**src/rtl/assert_macros.svh**
```systemverilog
// assertion helpers for the rtl
`ifndef ASSERT_MACROS_SVH
`define ASSERT_MACROS_SVH

// property that must hold at every clock edge out of reset
`define HRP_ASSERT(lbl, clk, rst, prop, msg) \
  lbl: assert property (@(posedge clk) disable iff (rst) (prop)) else $error(msg);

// consequent must hold in the cycle after the antecedent
`define HRP_ASSERT_NEXT(lbl, clk, rst, ante, cons, msg) \
  lbl: assert property (@(posedge clk) disable iff (rst) (ante) |=> (cons)) else $error(msg);

`endif

```
**src/rtl/hrp_pkg.sv**
```systemverilog
package hrp_pkg;

  localparam int DEF_MAX_HEADERS = 16;
  localparam int DEF_MAX_LENGTH  = 4096;

  // result beat width: 87 payload bits padded to whole bytes
  localparam int RES_BITS = 88;

  localparam logic [7:0] CH_NUL = 8'h00;
  localparam logic [7:0] CH_SP  = 8'h20;
  localparam logic [7:0] CH_CR  = 8'h0d;
  localparam logic [7:0] CH_LF  = 8'h0a;

  // accept prefix tracker codes
  localparam logic [3:0] ACC_DONE = 4'd8;
  localparam logic [3:0] ACC_FAIL = 4'd15;

  localparam logic [2:0] TOK_SAT = 3'd7;

  typedef enum logic [1:0] {
    PH_METHOD,
    PH_LINE,
    PH_HEADERS,
    PH_CLOSED
  } phase_t;

  typedef enum logic [1:0] {
    ST_OK,
    ST_METHOD,
    ST_CRLF,
    ST_LONG
  } status_t;

  localparam logic [2:0] M_NONE = 3'd0;

  localparam logic [2:0] METHOD_LEN [7] = '{3'd3, 3'd4, 3'd4, 3'd3, 3'd6, 3'd5, 3'd7};

  localparam logic [7:0] METHOD_CHARS [7][8] = '{
    '{"G", "E", "T", 8'h00, 8'h00, 8'h00, 8'h00, 8'h00},
    '{"H", "E", "A", "D",   8'h00, 8'h00, 8'h00, 8'h00},
    '{"P", "O", "S", "T",   8'h00, 8'h00, 8'h00, 8'h00},
    '{"P", "U", "T", 8'h00, 8'h00, 8'h00, 8'h00, 8'h00},
    '{"D", "E", "L", "E",   "T",   "E",   8'h00, 8'h00},
    '{"T", "R", "A", "C",   "E",   8'h00, 8'h00, 8'h00},
    '{"C", "O", "N", "N",   "E",   "C",   "T",   8'h00}
  };

  localparam logic [7:0] ACCEPT_CHARS [8] = '{"A", "c", "c", "e", "p", "t", ":", " "};

  typedef struct packed {
    logic       valid;
    logic       last;
    logic [7:0] data;
  } in_beat_t;

  typedef struct packed {
    status_t     status;
    logic [2:0]  method;
    logic [11:0] uri_start;
    logic [12:0] uri_len;
    logic        ver_present;
    logic [11:0] ver_start;
    logic [12:0] ver_len;
    logic [11:0] acc_start;
    logic [12:0] acc_len;
  } saved_t;

  typedef struct packed {
    status_t     status;
    logic [2:0]  method_code;
    logic [11:0] uri_start;
    logic [12:0] uri_length;
    logic        version_present;
    logic [11:0] version_start;
    logic [12:0] version_length;
    logic [4:0]  header_count;
    logic        accept_present;
    logic [11:0] accept_start;
    logic [12:0] accept_length;
  } result_t;

endpackage

```
**src/rtl/hrp_in_stage.sv**
```systemverilog
module hrp_in_stage
  import hrp_pkg::*;
(
  input  logic       clk,
  input  logic       rst,
  input  logic       s_axis_tvalid,
  output logic       s_axis_tready,
  input  logic [7:0] s_axis_tdata,
  input  logic       s_axis_tlast,
  input  logic       take,
  output in_beat_t   beat
);

  in_beat_t held;

  assign s_axis_tready = !held.valid || take;
  assign beat          = held;

  always_ff @(posedge clk) begin
    if (rst) begin
      held.valid <= 1'b0;
    end else if (s_axis_tready) begin
      held.valid <= s_axis_tvalid;
    end
    if (s_axis_tvalid && s_axis_tready) begin
      held.data <= s_axis_tdata;
      held.last <= s_axis_tlast;
    end
  end

endmodule

```
**src/rtl/hrp_core.sv**
```systemverilog
`include "assert_macros.svh"

module hrp_core
  import hrp_pkg::*;
#(
  parameter int MAX_HEADERS = DEF_MAX_HEADERS,
  parameter int MAX_LENGTH  = DEF_MAX_LENGTH
) (
  input  logic     clk,
  input  logic     rst,
  input  logic     fire,
  input  in_beat_t beat,
  output logic     res_load,
  output result_t  res
);

  localparam int BW  = $clog2(MAX_LENGTH + 1);
  localparam int HW  = $clog2(MAX_HEADERS + 1);
  localparam int XW  = (BW > 13) ? BW : 13;
  localparam logic [BW-1:0] LEN_LIMIT = BW'(MAX_LENGTH);
  localparam logic [HW-1:0] HDR_LIMIT = HW'(MAX_HEADERS);

  phase_t        phase, phase_next;
  logic [BW-1:0] byte_position, byte_position_next;
  logic [6:0]    cands, cands_next;
  logic [2:0]    tok_len, tok_len_next;
  logic [BW-1:0] line_start, line_start_next;
  logic [BW-1:0] last_space, last_space_next;
  logic          last_space_valid, last_space_valid_next;
  logic          prev_cr, prev_cr_next;
  logic [HW-1:0] headers_seen, headers_seen_next;
  logic [3:0]    acc_matched, acc_matched_next;
  logic          acc_found, acc_found_next;
  saved_t        saved, saved_next;

  logic [7:0]    b;
  logic [XW-1:0] pos_x, ls_x, sp_x;
  logic [2:0]    code;
  status_t       st;

  assign b     = beat.data;
  assign pos_x = XW'(byte_position);
  assign ls_x  = XW'(line_start);
  assign sp_x  = XW'(last_space);

  always_comb begin
    phase_next            = phase;
    byte_position_next    = byte_position;
    cands_next            = cands;
    tok_len_next          = tok_len;
    line_start_next       = line_start;
    last_space_next       = last_space;
    last_space_valid_next = last_space_valid;
    prev_cr_next          = prev_cr;
    headers_seen_next     = headers_seen;
    acc_matched_next      = acc_matched;
    acc_found_next        = acc_found;
    saved_next            = saved;
    code                  = M_NONE;

    // first surviving method whose full name fits in the token
    for (int k = 0; k < 7; k++) begin
      if (code == M_NONE && cands[k] && tok_len >= METHOD_LEN[k]) begin
        code = 3'(k + 1);
      end
    end

    if (byte_position >= LEN_LIMIT) begin
      saved_next.status = ST_LONG;
      phase_next        = PH_CLOSED;
    end else begin
      byte_position_next = byte_position + 1'b1;
      case (phase)
        PH_METHOD: begin
          if (b == CH_NUL) begin
            saved_next.status = ST_METHOD;
            phase_next        = PH_CLOSED;
          end else if (b == CH_SP) begin
            if (code == M_NONE) begin
              saved_next.status = ST_METHOD;
              phase_next        = PH_CLOSED;
            end else begin
              saved_next.method     = code;
              phase_next            = PH_LINE;
              line_start_next       = byte_position + 1'b1;
              prev_cr_next          = 1'b0;
              last_space_valid_next = 1'b0;
            end
          end else begin
            for (int k = 0; k < 7; k++) begin
              if (tok_len < METHOD_LEN[k] && b != METHOD_CHARS[k][tok_len]) begin
                cands_next[k] = 1'b0;
              end
            end
            if (tok_len < TOK_SAT) begin
              tok_len_next = tok_len + 1'b1;
            end
          end
        end
        PH_LINE: begin
          if (b == CH_NUL) begin
            saved_next.status = ST_CRLF;
            phase_next        = PH_CLOSED;
          end else if (b == CH_LF && prev_cr) begin
            saved_next.uri_start = ls_x[11:0];
            if (last_space_valid) begin
              saved_next.ver_present = 1'b1;
              saved_next.ver_start   = 12'(sp_x + 1'b1);
              saved_next.ver_len     = 13'(pos_x - sp_x - 2'd2);
              saved_next.uri_len     = 13'(sp_x - ls_x);
            end else begin
              saved_next.uri_len = 13'(pos_x - ls_x - 1'b1);
            end
            phase_next       = PH_HEADERS;
            line_start_next  = byte_position + 1'b1;
            acc_matched_next = '0;
            prev_cr_next     = 1'b0;
          end else begin
            if (b == CH_SP) begin
              last_space_next       = byte_position;
              last_space_valid_next = 1'b1;
            end
            prev_cr_next = (b == CH_CR);
          end
        end
        PH_HEADERS: begin
          if (b == CH_NUL) begin
            phase_next = PH_CLOSED;
          end else if (b == CH_LF && prev_cr) begin
            if (headers_seen < HDR_LIMIT) begin
              headers_seen_next = headers_seen + 1'b1;
              if (!acc_found && acc_matched == ACC_DONE) begin
                acc_found_next       = 1'b1;
                saved_next.acc_start = 12'(ls_x + 4'd8);
                saved_next.acc_len   = 13'(pos_x - ls_x - 4'd9);
              end
            end
            line_start_next  = byte_position + 1'b1;
            acc_matched_next = '0;
            prev_cr_next     = 1'b0;
          end else begin
            if (acc_matched < ACC_DONE) begin
              if (b == ACCEPT_CHARS[acc_matched[2:0]]) begin
                acc_matched_next = acc_matched + 1'b1;
              end else begin
                acc_matched_next = ACC_FAIL;
              end
            end
            prev_cr_next = (b == CH_CR);
          end
        end
        default: begin
        end
      endcase
    end

    // summary for the final byte, taken from the state after this byte
    st = saved_next.status;
    if (st == ST_OK && phase_next == PH_METHOD) begin
      st = ST_METHOD;
    end else if (st == ST_OK && phase_next == PH_LINE) begin
      st = ST_CRLF;
    end
    res        = '0;
    res.status = st;
    if (st == ST_OK || st == ST_CRLF) begin
      res.method_code = saved_next.method;
    end
    if (st == ST_OK) begin
      res.uri_start       = saved_next.uri_start;
      res.uri_length      = saved_next.uri_len;
      res.version_present = saved_next.ver_present;
      res.version_start   = saved_next.ver_start;
      res.version_length  = saved_next.ver_len;
      res.header_count    = 5'(headers_seen_next);
      res.accept_present  = acc_found_next;
      res.accept_start    = saved_next.acc_start;
      res.accept_length   = saved_next.acc_len;
    end
  end

  assign res_load = fire && beat.last;

  always_ff @(posedge clk) begin
    if (rst || res_load) begin
      phase            <= PH_METHOD;
      byte_position    <= '0;
      cands            <= '1;
      tok_len          <= '0;
      line_start       <= '0;
      last_space       <= '0;
      last_space_valid <= 1'b0;
      prev_cr          <= 1'b0;
      headers_seen     <= '0;
      acc_matched      <= '0;
      acc_found        <= 1'b0;
      saved            <= '0;
    end else if (fire) begin
      phase            <= phase_next;
      byte_position    <= byte_position_next;
      cands            <= cands_next;
      tok_len          <= tok_len_next;
      line_start       <= line_start_next;
      last_space       <= last_space_next;
      last_space_valid <= last_space_valid_next;
      prev_cr          <= prev_cr_next;
      headers_seen     <= headers_seen_next;
      acc_matched      <= acc_matched_next;
      acc_found        <= acc_found_next;
      saved            <= saved_next;
    end
  end

  `HRP_ASSERT(a_hdr_cap, clk, rst, headers_seen <= HDR_LIMIT, "header count past limit")
  `HRP_ASSERT(a_acc_hdr, clk, rst, !acc_found || headers_seen != '0, "accept without header")
  `HRP_ASSERT_NEXT(a_clear, clk, rst, res_load, byte_position == '0 && phase == PH_METHOD, "state not cleared after final byte")

endmodule

```
**src/rtl/hrp_out_reg.sv**
```systemverilog
module hrp_out_reg
  import hrp_pkg::*;
(
  input  logic                clk,
  input  logic                rst,
  input  logic                load,
  input  result_t             res,
  output logic                free,
  output logic                m_axis_tvalid,
  input  logic                m_axis_tready,
  output logic [RES_BITS-1:0] m_axis_tdata
);

  logic    valid;
  result_t held;

  assign free          = !valid || m_axis_tready;
  assign m_axis_tvalid = valid;
  assign m_axis_tdata  = {1'b0, held.accept_length, held.accept_start, held.accept_present,
                          held.header_count, held.version_length, held.version_start,
                          held.version_present, held.uri_length, held.uri_start,
                          held.method_code, held.status};

  always_ff @(posedge clk) begin
    if (rst) begin
      valid <= 1'b0;
    end else if (load) begin
      valid <= 1'b1;
    end else if (m_axis_tready) begin
      valid <= 1'b0;
    end
    if (load) begin
      held <= res;
    end
  end

endmodule

```
**src/rtl/http_request_parser.sv**
```systemverilog
// http request line and header parser
// input channel s_axis: one request byte per beat in tdata, tlast on the
//   final byte of the buffer; bytes after MAX_LENGTH are dropped and flag
//   the too-long status
// output channel m_axis: one summary beat per buffer, sent for the beat
//   carrying tlast; no beat for any other byte
// pipeline: input register, one pass of parse logic, result register; the
//   summary is loaded into the result register as the final byte leaves
//   the input register, held back only while an unsent beat is waiting
// throughput: one byte per cycle, as the parse core updates its state per
//   byte, unless a final byte waits; back-to-back buffers run without gaps
// stalls: the result register holds its beat while m_axis_tready is low;
//   ordinary bytes keep flowing, and only a final byte waits in the input
//   register until the result register frees up; while it waits,
//   s_axis_tready is low
// reset: synchronous, clears both valid flags and the parse state, so the
//   next byte is taken as offset zero of a new buffer
module http_request_parser
  import hrp_pkg::*;
#(
  parameter int MAX_HEADERS = DEF_MAX_HEADERS,
  parameter int MAX_LENGTH  = DEF_MAX_LENGTH
) (
  input  logic                clk,
  input  logic                rst,
  input  logic                s_axis_tvalid,
  output logic                s_axis_tready,
  input  logic [7:0]          s_axis_tdata,   // [7:0] data_byte
  input  logic                s_axis_tlast,   // final_byte
  output logic                m_axis_tvalid,
  input  logic                m_axis_tready,
  // [1:0] status, [4:2] method_code, [16:5] uri_start, [29:17] uri_length,
  // [30] version_present, [42:31] version_start, [55:43] version_length,
  // [60:56] header_count, [61] accept_present, [73:62] accept_start,
  // [86:74] accept_length, [87] zero
  output logic [RES_BITS-1:0] m_axis_tdata
);

  in_beat_t beat;
  logic     advance;
  logic     out_free;
  logic     res_load;
  result_t  res;

  // a held byte moves on unless it closes a buffer and the result slot is busy
  assign advance = beat.valid && (!beat.last || out_free);

  hrp_in_stage u_in (
    .clk           (clk),
    .rst           (rst),
    .s_axis_tvalid (s_axis_tvalid),
    .s_axis_tready (s_axis_tready),
    .s_axis_tdata  (s_axis_tdata),
    .s_axis_tlast  (s_axis_tlast),
    .take          (advance),
    .beat          (beat)
  );

  hrp_core #(
    .MAX_HEADERS (MAX_HEADERS),
    .MAX_LENGTH  (MAX_LENGTH)
  ) u_core (
    .clk      (clk),
    .rst      (rst),
    .fire     (advance),
    .beat     (beat),
    .res_load (res_load),
    .res      (res)
  );

  hrp_out_reg u_out (
    .clk           (clk),
    .rst           (rst),
    .load          (res_load),
    .res           (res),
    .free          (out_free),
    .m_axis_tvalid (m_axis_tvalid),
    .m_axis_tready (m_axis_tready),
    .m_axis_tdata  (m_axis_tdata)
  );

endmodule
```
**config.mk**
```make
export PLATFORM = sky130hd
export DESIGN_NAME = http_request_parser
export DESIGN_NICKNAME = d
export VERILOG_FILES = /design/src/rtl/hrp_pkg.sv /design/src/rtl/hrp_in_stage.sv /design/src/rtl/hrp_core.sv /design/src/rtl/hrp_out_reg.sv /design/src/rtl/http_request_parser.sv
export VERILOG_INCLUDE_DIRS = /design/src /design/src/rtl
export SDC_FILE = /design/constraint.sdc
export NUM_CORES = 1
export LEC_CHECK = 0
export BUFFER_PORTS_ARGS = -buffer_cell sky130_fd_sc_hd__clkbuf_2
export CORE_UTILIZATION = 60
export CTS_BUF_LIST = sky130_fd_sc_hd__clkbuf_8 sky130_fd_sc_hd__clkbuf_16
export DETAILED_ROUTE_END_ITERATION = 8
export PLACE_DENSITY_LB_ADDON = 0.05
export SKIP_LAST_GASP = 1
export SYNTH_ARGS = -nofsm -noshare
export SYNTH_HDL_FRONTEND = slang
export SYNTH_SLANG_ARGS = --single-unit
```
**constraint.sdc**
```tcl
create_clock -name clk -period 5.8 [get_ports clk]
set_input_delay 0.29 -clock clk [delete_from_list [all_inputs] [get_ports clk]]
set_output_delay 0.29 -clock clk [all_outputs]
set_load 0.03 [all_outputs]
```
# Yosys cells after proc, flatten, opt, wreduce, memory -nomap -nowiden

Memory sizes are Yosys's and may differ from the RTL's.
Index checks and enable logic that the tools add are counted.

Register bits after elaboration: 242
Memory bits (read-only): 512
Input bits: 13
Output and inout bits: 90
Word-level logic and storage cells: 265
Memories kept: 8

$add $sub $neg: 12
$lt $le $gt $ge: 15
Equality and inequality tests: 27
Mux-type cells: 89
Bitwise operators: 6
Reductions and logical operators: 67

Memories:

| name            | depth | bits a word | read ports | clocked after memory_dff | write ports | line            | source |
|---|---|---|---|---|---|---|---|
| (no name shown) | 8     | 8           | 1          | 0                        | 0           | hrp_core.sv:143 | `if (b == ACCEPT_CHARS[acc_matched[2:0]]) begin` |
| (no name shown) | 8     | 8           | 1          | 0                        | 0           | hrp_core.sv:91  | `if (tok_len < METHOD_LEN[k] && b != METHOD_CHARS[k][tok_len]) begin` |
| (no name shown) | 8     | 8           | 1          | 0                        | 0           | hrp_core.sv:91  |  |
| (no name shown) | 8     | 8           | 1          | 0                        | 0           | hrp_core.sv:91  |  |
| (no name shown) | 8     | 8           | 1          | 0                        | 0           | hrp_core.sv:91  |  |
| (no name shown) | 8     | 8           | 1          | 0                        | 0           | hrp_core.sv:91  |  |
| 2 more memories | -     | -           | -          | -                        | -           | -               |  |

Operators by type and width:

| kind                  | count |
|---|---|
| $mux 51               | 3 |
| $mux 8                | 16 |
| $mux 25               | 5 |
| $mux 79               | 1 |
| $mux 13               | 6 |
| $ne 8x8->1            | 7 |
| $reduce_and 6->1      | 9 |
| $sub 13x13->13        | 3 |
| $mux 5                | 6 |
| $logic_and 1x1->1     | 27 |
| $mux 3                | 9 |
| $mux 2                | 13 |
| $mux 26               | 1 |
| $pmux 13 s2           | 1 |
| $mux 4                | 6 |
| $logic_not 3->1       | 7 |
| $mux 1                | 17 |
| $eq 8x4->1 const B    | 2 |
| $reduce_and 7->1      | 2 |
| $add 13x1->13 const B | 1 |
| $ge 13x13->1 const B  | 1 |
| $sub 13x1->13 const B | 1 |
| $sub 13x2->13 const B | 1 |
| $sub 13x4->13 const B | 1 |
| other kinds (35)      | 70 |

# Logic depth before layout (Yosys ltp)

Depth after elaboration: 39
Mapped depth: 14
Mapped depth without buffers: 14

# Modules after synthesis

From an unflattened synthesis, not the netlist that was laid out.

Cell total of the unflattened synthesis: 1,574
Area total of the unflattened synthesis: 13,733.2 µm²

Modules (own cells, without submodules):

| module              | instances | cells an instance | area each (µm²) | sequential area each (µm²) |
|---|---|---|---|---|
| hrp_core            | 1         | 1,465             | 10,726.5        | 2,882.8 |
| hrp_out_reg         | 1         | 93                | 2,670.1         | 2,632.5 |
| hrp_in_stage        | 1         | 14                | 325.3           | 290.3 |
| http_request_parser | 1         | 2                 | 11.3            | 0.0 |

# Worst setup path before layout

No wires, ideal clock.

Path kind: register to register
Start point: register u_out.valid, in the netlist u_out.m_axis_tvalid
End point: register u_core.acc_found
Library setup time: 0.128 ns
Data arrival time: 3.950 ns
Data required time: 5.672 ns
Slack: 1.722 ns
Stages on the path, launching flop included: 8
Buffers on the path: 3
Clock period less this slack: 4.078 ns
Cells stage by stage: dfxtp_1 -> nand3b_1 -> and3_1 -> or2_2 -> clkbuf_1 -> clkbuf_1 -> buf_1 -> nor2_1

Longest elaborated chain between the ends: 6

RTL lines:

| element                | line                      | source |
|---|---|---|
| start, declared        | hrp_out_reg.sv:14         | `logic valid;` |
| start signal, assigned | hrp_out_reg.sv:26         | `valid <= 1'b0;` |
| start signal, assigned | hrp_out_reg.sv:28         | `valid <= 1'b1;` |
| start signal, assigned | hrp_out_reg.sv:30         | `valid <= 1'b0;` |
| $logic_not 1->1        | hrp_out_reg.sv:17         | `assign free = !valid \|\| m_axis_tready;` |
| $logic_or 1x1->1       | hrp_out_reg.sv:17         |  |
| $logic_or 1x1->1       | http_request_parser.sv:46 | `assign advance = beat.valid && (!beat.last \|\| out_free);` |
| $logic_and 1x1->1      | http_request_parser.sv:46 |  |
| $logic_and 1x1->1      | hrp_core.sv:182           | `assign res_load = fire && beat.last;` |
| via res_load           | http_request_parser.sv:42 | `logic res_load;` |
| $logic_or 1x1->1       | hrp_core.sv:185           | `if (rst \|\| res_load) begin` |
| end signal, assigned   | hrp_core.sv:209           | `acc_found <= acc_found_next;` |
| end, declared          | hrp_core.sv:33            | `logic acc_found, acc_found_next;` |

The timed path passes the listed nets, and every way through them passes these cells.
A chain may end at the register's enable or synchronous reset.

# Worst setup path in the final report

Start point: register u_core.tok_len[0]
End point: register u_out.held (netlist bit u_out.m_axis_tdata[79]), data pin

Longest elaborated chain between the ends: 38
Elaborated cells on any way between the ends: 50
Classes of those cells: 5 x order compare; 1 x eq/ne; 19 x mux; 25 x reduce/logical

RTL lines:

| element                                       | line                             | source |
|---|---|---|
| start, declared                               | hrp_core.sv:26                   | `logic [2:0] tok_len, tok_len_next;` |
| start signal, assigned                        | hrp_core.sv:202                  | `tok_len <= tok_len_next;` |
| $ge 3x2->1                                    | hrp_core.sv:63                   | `if (code == M_NONE && cands[k] && tok_len >= METHOD_LEN[k]) begin` |
| $logic_and 1x1->1                             | hrp_core.sv:63                   |  |
| $mux 1                                        | hrp_core.sv:63                   |  |
| $logic_not 3->1                               | hrp_core.sv:63                   |  |
| $logic_and 1x1->1 (2 in a row)                | hrp_core.sv:63                   |  |
| $mux 3                                        | hrp_core.sv:63                   |  |
| $logic_not 3->1                               | hrp_core.sv:63                   |  |
| $logic_and 1x1->1 (2 in a row)                | hrp_core.sv:63                   |  |
| [... 20 more ...]                             | -                                |  |
| $mux 2                                        | hrp_core.sv:75                   | `if (b == CH_NUL) begin` |
| $pmux 2 s3 or $pmux 2 s2 (tied branches)      | hrp_core.sv:73                   | `case (phase)` |
| $mux 2                                        | hrp_core.sv:68                   | `if (byte_position >= LEN_LIMIT) begin` |
| $eq 2x1->1 or $logic_not 2->1 (tied branches) | hrp_core.sv:161, hrp_core.sv:159 |  |
| $logic_and 1x1->1                             | hrp_core.sv:161                  | `end else if (st == ST_OK && phase_next == PH_LINE) begin` |
| $mux 2                                        | hrp_core.sv:161                  |  |
| $mux 2 *                                      | hrp_core.sv:159                  | `if (st == ST_OK && phase_next == PH_METHOD) begin` |
| $logic_not 2->1 *                             | hrp_core.sv:169                  | `if (st == ST_OK) begin` |
| end signal, assigned                          | hrp_out_reg.sv:33                | `held <= res;` |
| end, declared                                 | hrp_out_reg.sv:15                | `result_t held;` |

Every way passes the cells marked *; elsewhere a longest branch is shown, timed or not.

==> impl_metrics.env <==
export IMPL_syn_area_mm2=0.0138
export IMPL_antenna_found_initial=0
export IMPL_routed_via_density=5.89
export IMPL_synth_seq_cells=242
export IMPL_crit_type="flip-flop to flip-flop"
export IMPL_power_switching_mw=1.08
export IMPL_synth_avg_cell_area_um2=8.68
export IMPL_r2r_end="u_out.m_axis_tdata[79]"
export IMPL_place_congestion=0.895
export IMPL_post_route_period_util_pct=76.0
export IMPL_cts_root_buf="clkbuf_16"
export IMPL_worstRegToRegCells=10
export IMPL_placedCellCount=1890
export IMPL_crit_path_max_fanout=54
export IMPL_grt_ovfl_total=0
export IMPL_drtAntennaViolNets=0
export IMPL_cts_tree="done"
export IMPL_synth_edff_count=96
export IMPL_syn_num_nets=1673
export IMPL_holdPathEnd="u_out.m_axis_tvalid"
export IMPL_cts_setup_buffers=0
export IMPL_slowest_delay_ns=0.66
export IMPL_htree_levels=1
export IMPL_hp_start="m_axis_tready"
export IMPL_ir_drop_uv=235
export IMPL_row_count=55
export IMPL_yosys_top_cells_count="221 x nand2_1, 181 x nor2_1, 159 x a21oi_1"
export IMPL_finalWirelength_mm=34.2
export IMPL_grt_pass1_vias=10700
export IMPL_power_frac_comb_pct=12.9
export IMPL_ys_top_cells_by_area="dfxtp_1 21%, edfxtp_1 21%, ha_1 6.4%"
export IMPL_grt_util_all_layers_pct=28.8
export IMPL_yosys_cell_count_top_type="nand2_1"
export IMPL_synthCells=1587
export IMPL_setup_viol=0
export IMPL_worstPathArrival_ns=4.76
export IMPL_die_w_um=154
export IMPL_clock_path_buffers=3
export IMPL_worstSetupStartpointType="flip-flop"
export IMPL_yosys_warnings=0
export IMPL_grt_max_degree=66
export IMPL_yosysUniqueCellTypes=75
export IMPL_rsz0062_at_grt="no"
export IMPL_finalNetCount=1731
export IMPL_clkPwrFrac_pct=44.6
export IMPL_core_area_mm2=0.0226
export IMPL_critPathRequiredTime_ns=6.16
export IMPL_crit_path_end_kind="flip-flop"
export IMPL_layout_drive_gt1_share_pct=12.4
export IMPL_path_common_cell="o21ai_0"
export IMPL_sequentialPowerShare_pct=42.5
export IMPL_status="completed"
export IMPL_path_cells="inv_1, ha_1, o21ai_0, o21ai_0, a2111oi_4, o2111ai_2, a211oi_4, nand3_4, buf_4, a211oi_1"
export IMPL_antenna_cells=0
export IMPL_route_vias_total=11500
export IMPL_io_buffers=101
export IMPL_dieArea_mm2=0.0236
export IMPL_die_y_um=154
export IMPL_sw_frac_of_total_pct=25.2
export IMPL_path_clk_slew_ns=0.06
export IMPL_powerDensity_mw_per_mm2=278
export IMPL_cts_num_sinks=242
export IMPL_fin_setup_tns_ns=0
export IMPL_maxSlewViolCount=0
export IMPL_hold_violations=0
export IMPL_initial_core_util_pct=61.1
export IMPL_area_growth_pct=12.2
export IMPL_p_leak_nw=5.61
export IMPL_synth_seq_area_share_pct=42.1
export IMPL_period_minus_slack_ns=4.41
export IMPL_max_freq_mhz=227
export IMPL_r2r_start="u_core.tok_len[0]"
export IMPL_dp_hpwl_mm=23.3
export IMPL_nFillCells=1833
export IMPL_hold_path_class="input pin to flip-flop"
export IMPL_drt_iter0_drc=727
export IMPL_final_cell_count_no_fill=1950
export IMPL_ys_flop_type="dfxtp_1"
export IMPL_cp_slowest_cell="nand3_4"
export IMPL_clk_latency_ns=0.53
export IMPL_cts_buffers=27
export IMPL_max_slew_margin_rel_pct=18.3
export IMPL_skew_ns=0.0101
export IMPL_grt_pass1_wl_mm=55.1
export IMPL_dr_pass1_iters=5
export IMPL_wl_per_cell_um=17.5
export IMPL_reg2reg_slack_ns=1.39
export IMPL_maxCapViolCount=0
export IMPL_io_pins=103
export IMPL_drc=0
export IMPL_synth_async_reset_ratio_pct=0
export IMPL_power_internal_mw=3.21
export IMPL_min_delay_path_depth=4
export IMPL_yosys_area_top_type_share_pct=21.2
export IMPL_yosys_area_top_type="dfxtp_1"
export IMPL_tightestPinTransition_ns=1.22
-- power groups by stage --
| stage | Sequential, mW | Combinational (mW) | Clock [mW] |
|---|---|---|---|
| 3_3_place_gp | 1.86 | 0.537 | 0 |
| 6_report | 1.82 | 0.554 | 1.92 |
| 5_1_grt | 1.83 | 0.600 | 2.00 |
| 2_1_floorplan | 1.86 | 0.410 | 0 |
| 3_5_place_dp | 1.86 | 0.541 | 0 |
| 4_1_cts | 1.82 | 0.551 | 1.93 |
-- per-stage QoR --
stage	hold WS (ns)	area, µm²	util, %	total power, mW	setup slack [ns]
2_1_floorplan	0.359	13800	-	2.27	1.72
3_3_place_gp	0.442	14300	63.5	2.40	1.52
3_5_place_dp	0.447	14300	63.5	2.40	1.43
4_1_cts	0.0690	15500	68.5	4.31	1.42
5_1_grt	0.101	15500	68.5	4.43	1.11
6_report	0.0874	15500	68.5	4.29	1.39
-- state kept, by name (all words and copies together), names as in the netlist --
register                 flops
u_core.prev_cr               1
u_in.beat                   10
u_core.tok_len               3
u_core.acc_found             1
u_core.saved                81
u_core.acc_matched           4
u_core.last_space           13
u_out.m_axis_tvalid          1
u_core.cands                 7
u_core.byte_position        13
u_core.headers_seen          5
u_core.phase                 2
u_out.m_axis_tdata          87
u_core.last_space_valid      1
u_core.line_start           13
-- logic make-up after synthesis --
| family | share of synthesized area [%] |
|---|---|
| and+or+nand+nor | 18.9 |
| AOI/OAI and AO/OA | 18.6 |
| DFF | 42.1 |
| buffers and inverters | 5.48 |
| xor gates and xnor gates | 6.67 |
| adders and majority gates | 6.79 |
| muxes | 1.33 |
| other | 0.0272 |
-- repair_timing --
item / CTS / global route
hold endpoints to repair: 11 / 0
endpoints found under the setup margin: 0 / 0
resized for setup: 0 / 0
hold buffers: 11 / 0
-- area by class of cell --
| type | instances | area [µm²] | share of cell area (%) |
|---|---|---|---|
| inverters | 88 | 330 | 2.14 |
| well taps | 285 | 357 | 2.31 |
| clock inverters | 16 | 249 | 1.61 |
| multi-input cells | 1161 | 7250 | 46.9 |
| flip-flops and latches | 242 | 5810 | 37.6 |
| repair buffers | 125 | 713 | 4.61 |
| clock buffers | 33 | 758 | 4.90 |
-- how the worst max path moves through the flow --
stage                              from                      to  cells past startpoint
global route          u_core.tok_len[0]  u_out.m_axis_tdata[79]                     10
detailed placement    u_core.tok_len[0]  u_out.m_axis_tdata[75]                     10
global placement      u_core.tok_len[0]  u_out.m_axis_tdata[75]                     10
CTS                   u_core.tok_len[0]  u_out.m_axis_tdata[75]                     10
floorplan           u_out.m_axis_tvalid        u_core.acc_found                      7
finish                u_core.tok_len[0]  u_out.m_axis_tdata[79]                     10
-- routing by layer --
| metal | share of wire (%) | vias to the layer above | GRT usage, % |
|---|---|---|---|
| met2 | 48 | 348 | 48.6 |
| met5 | 0 | - | 0 |
| met1 | 45 | 5433 | 39.7 |
| met3 | 5.5 | 37 | 2.87 |
| met4 | 1.6 | 0 | 6.81 |
| li1 | - | 5661 | - |
-- cell usage in the layout, fill, tap and decap left out, types with 43 or more instances in the layout --
cell type and count:
a211oi_1 49, a21oi_1 159, clkbuf_2 101, dfxtp_1 146
edfxtp_1 96, ha_1 70, inv_1 92, nand2_1 221
nand3_1 43, nor2_1 178, o21ai_0 50, xnor2_1 76
-- worst max-delay path: cells and delay by family, from the launching register on --
kind                       cells  cell delay [ns]
AOI/OAI and AO/OA              6             1.84
adders and majority gates      1             0.38
buffers and inverters          2             0.72
DFF                            1             0.63
and+or+nand+nor                1             0.66
(Power assumes the default switching activity.)
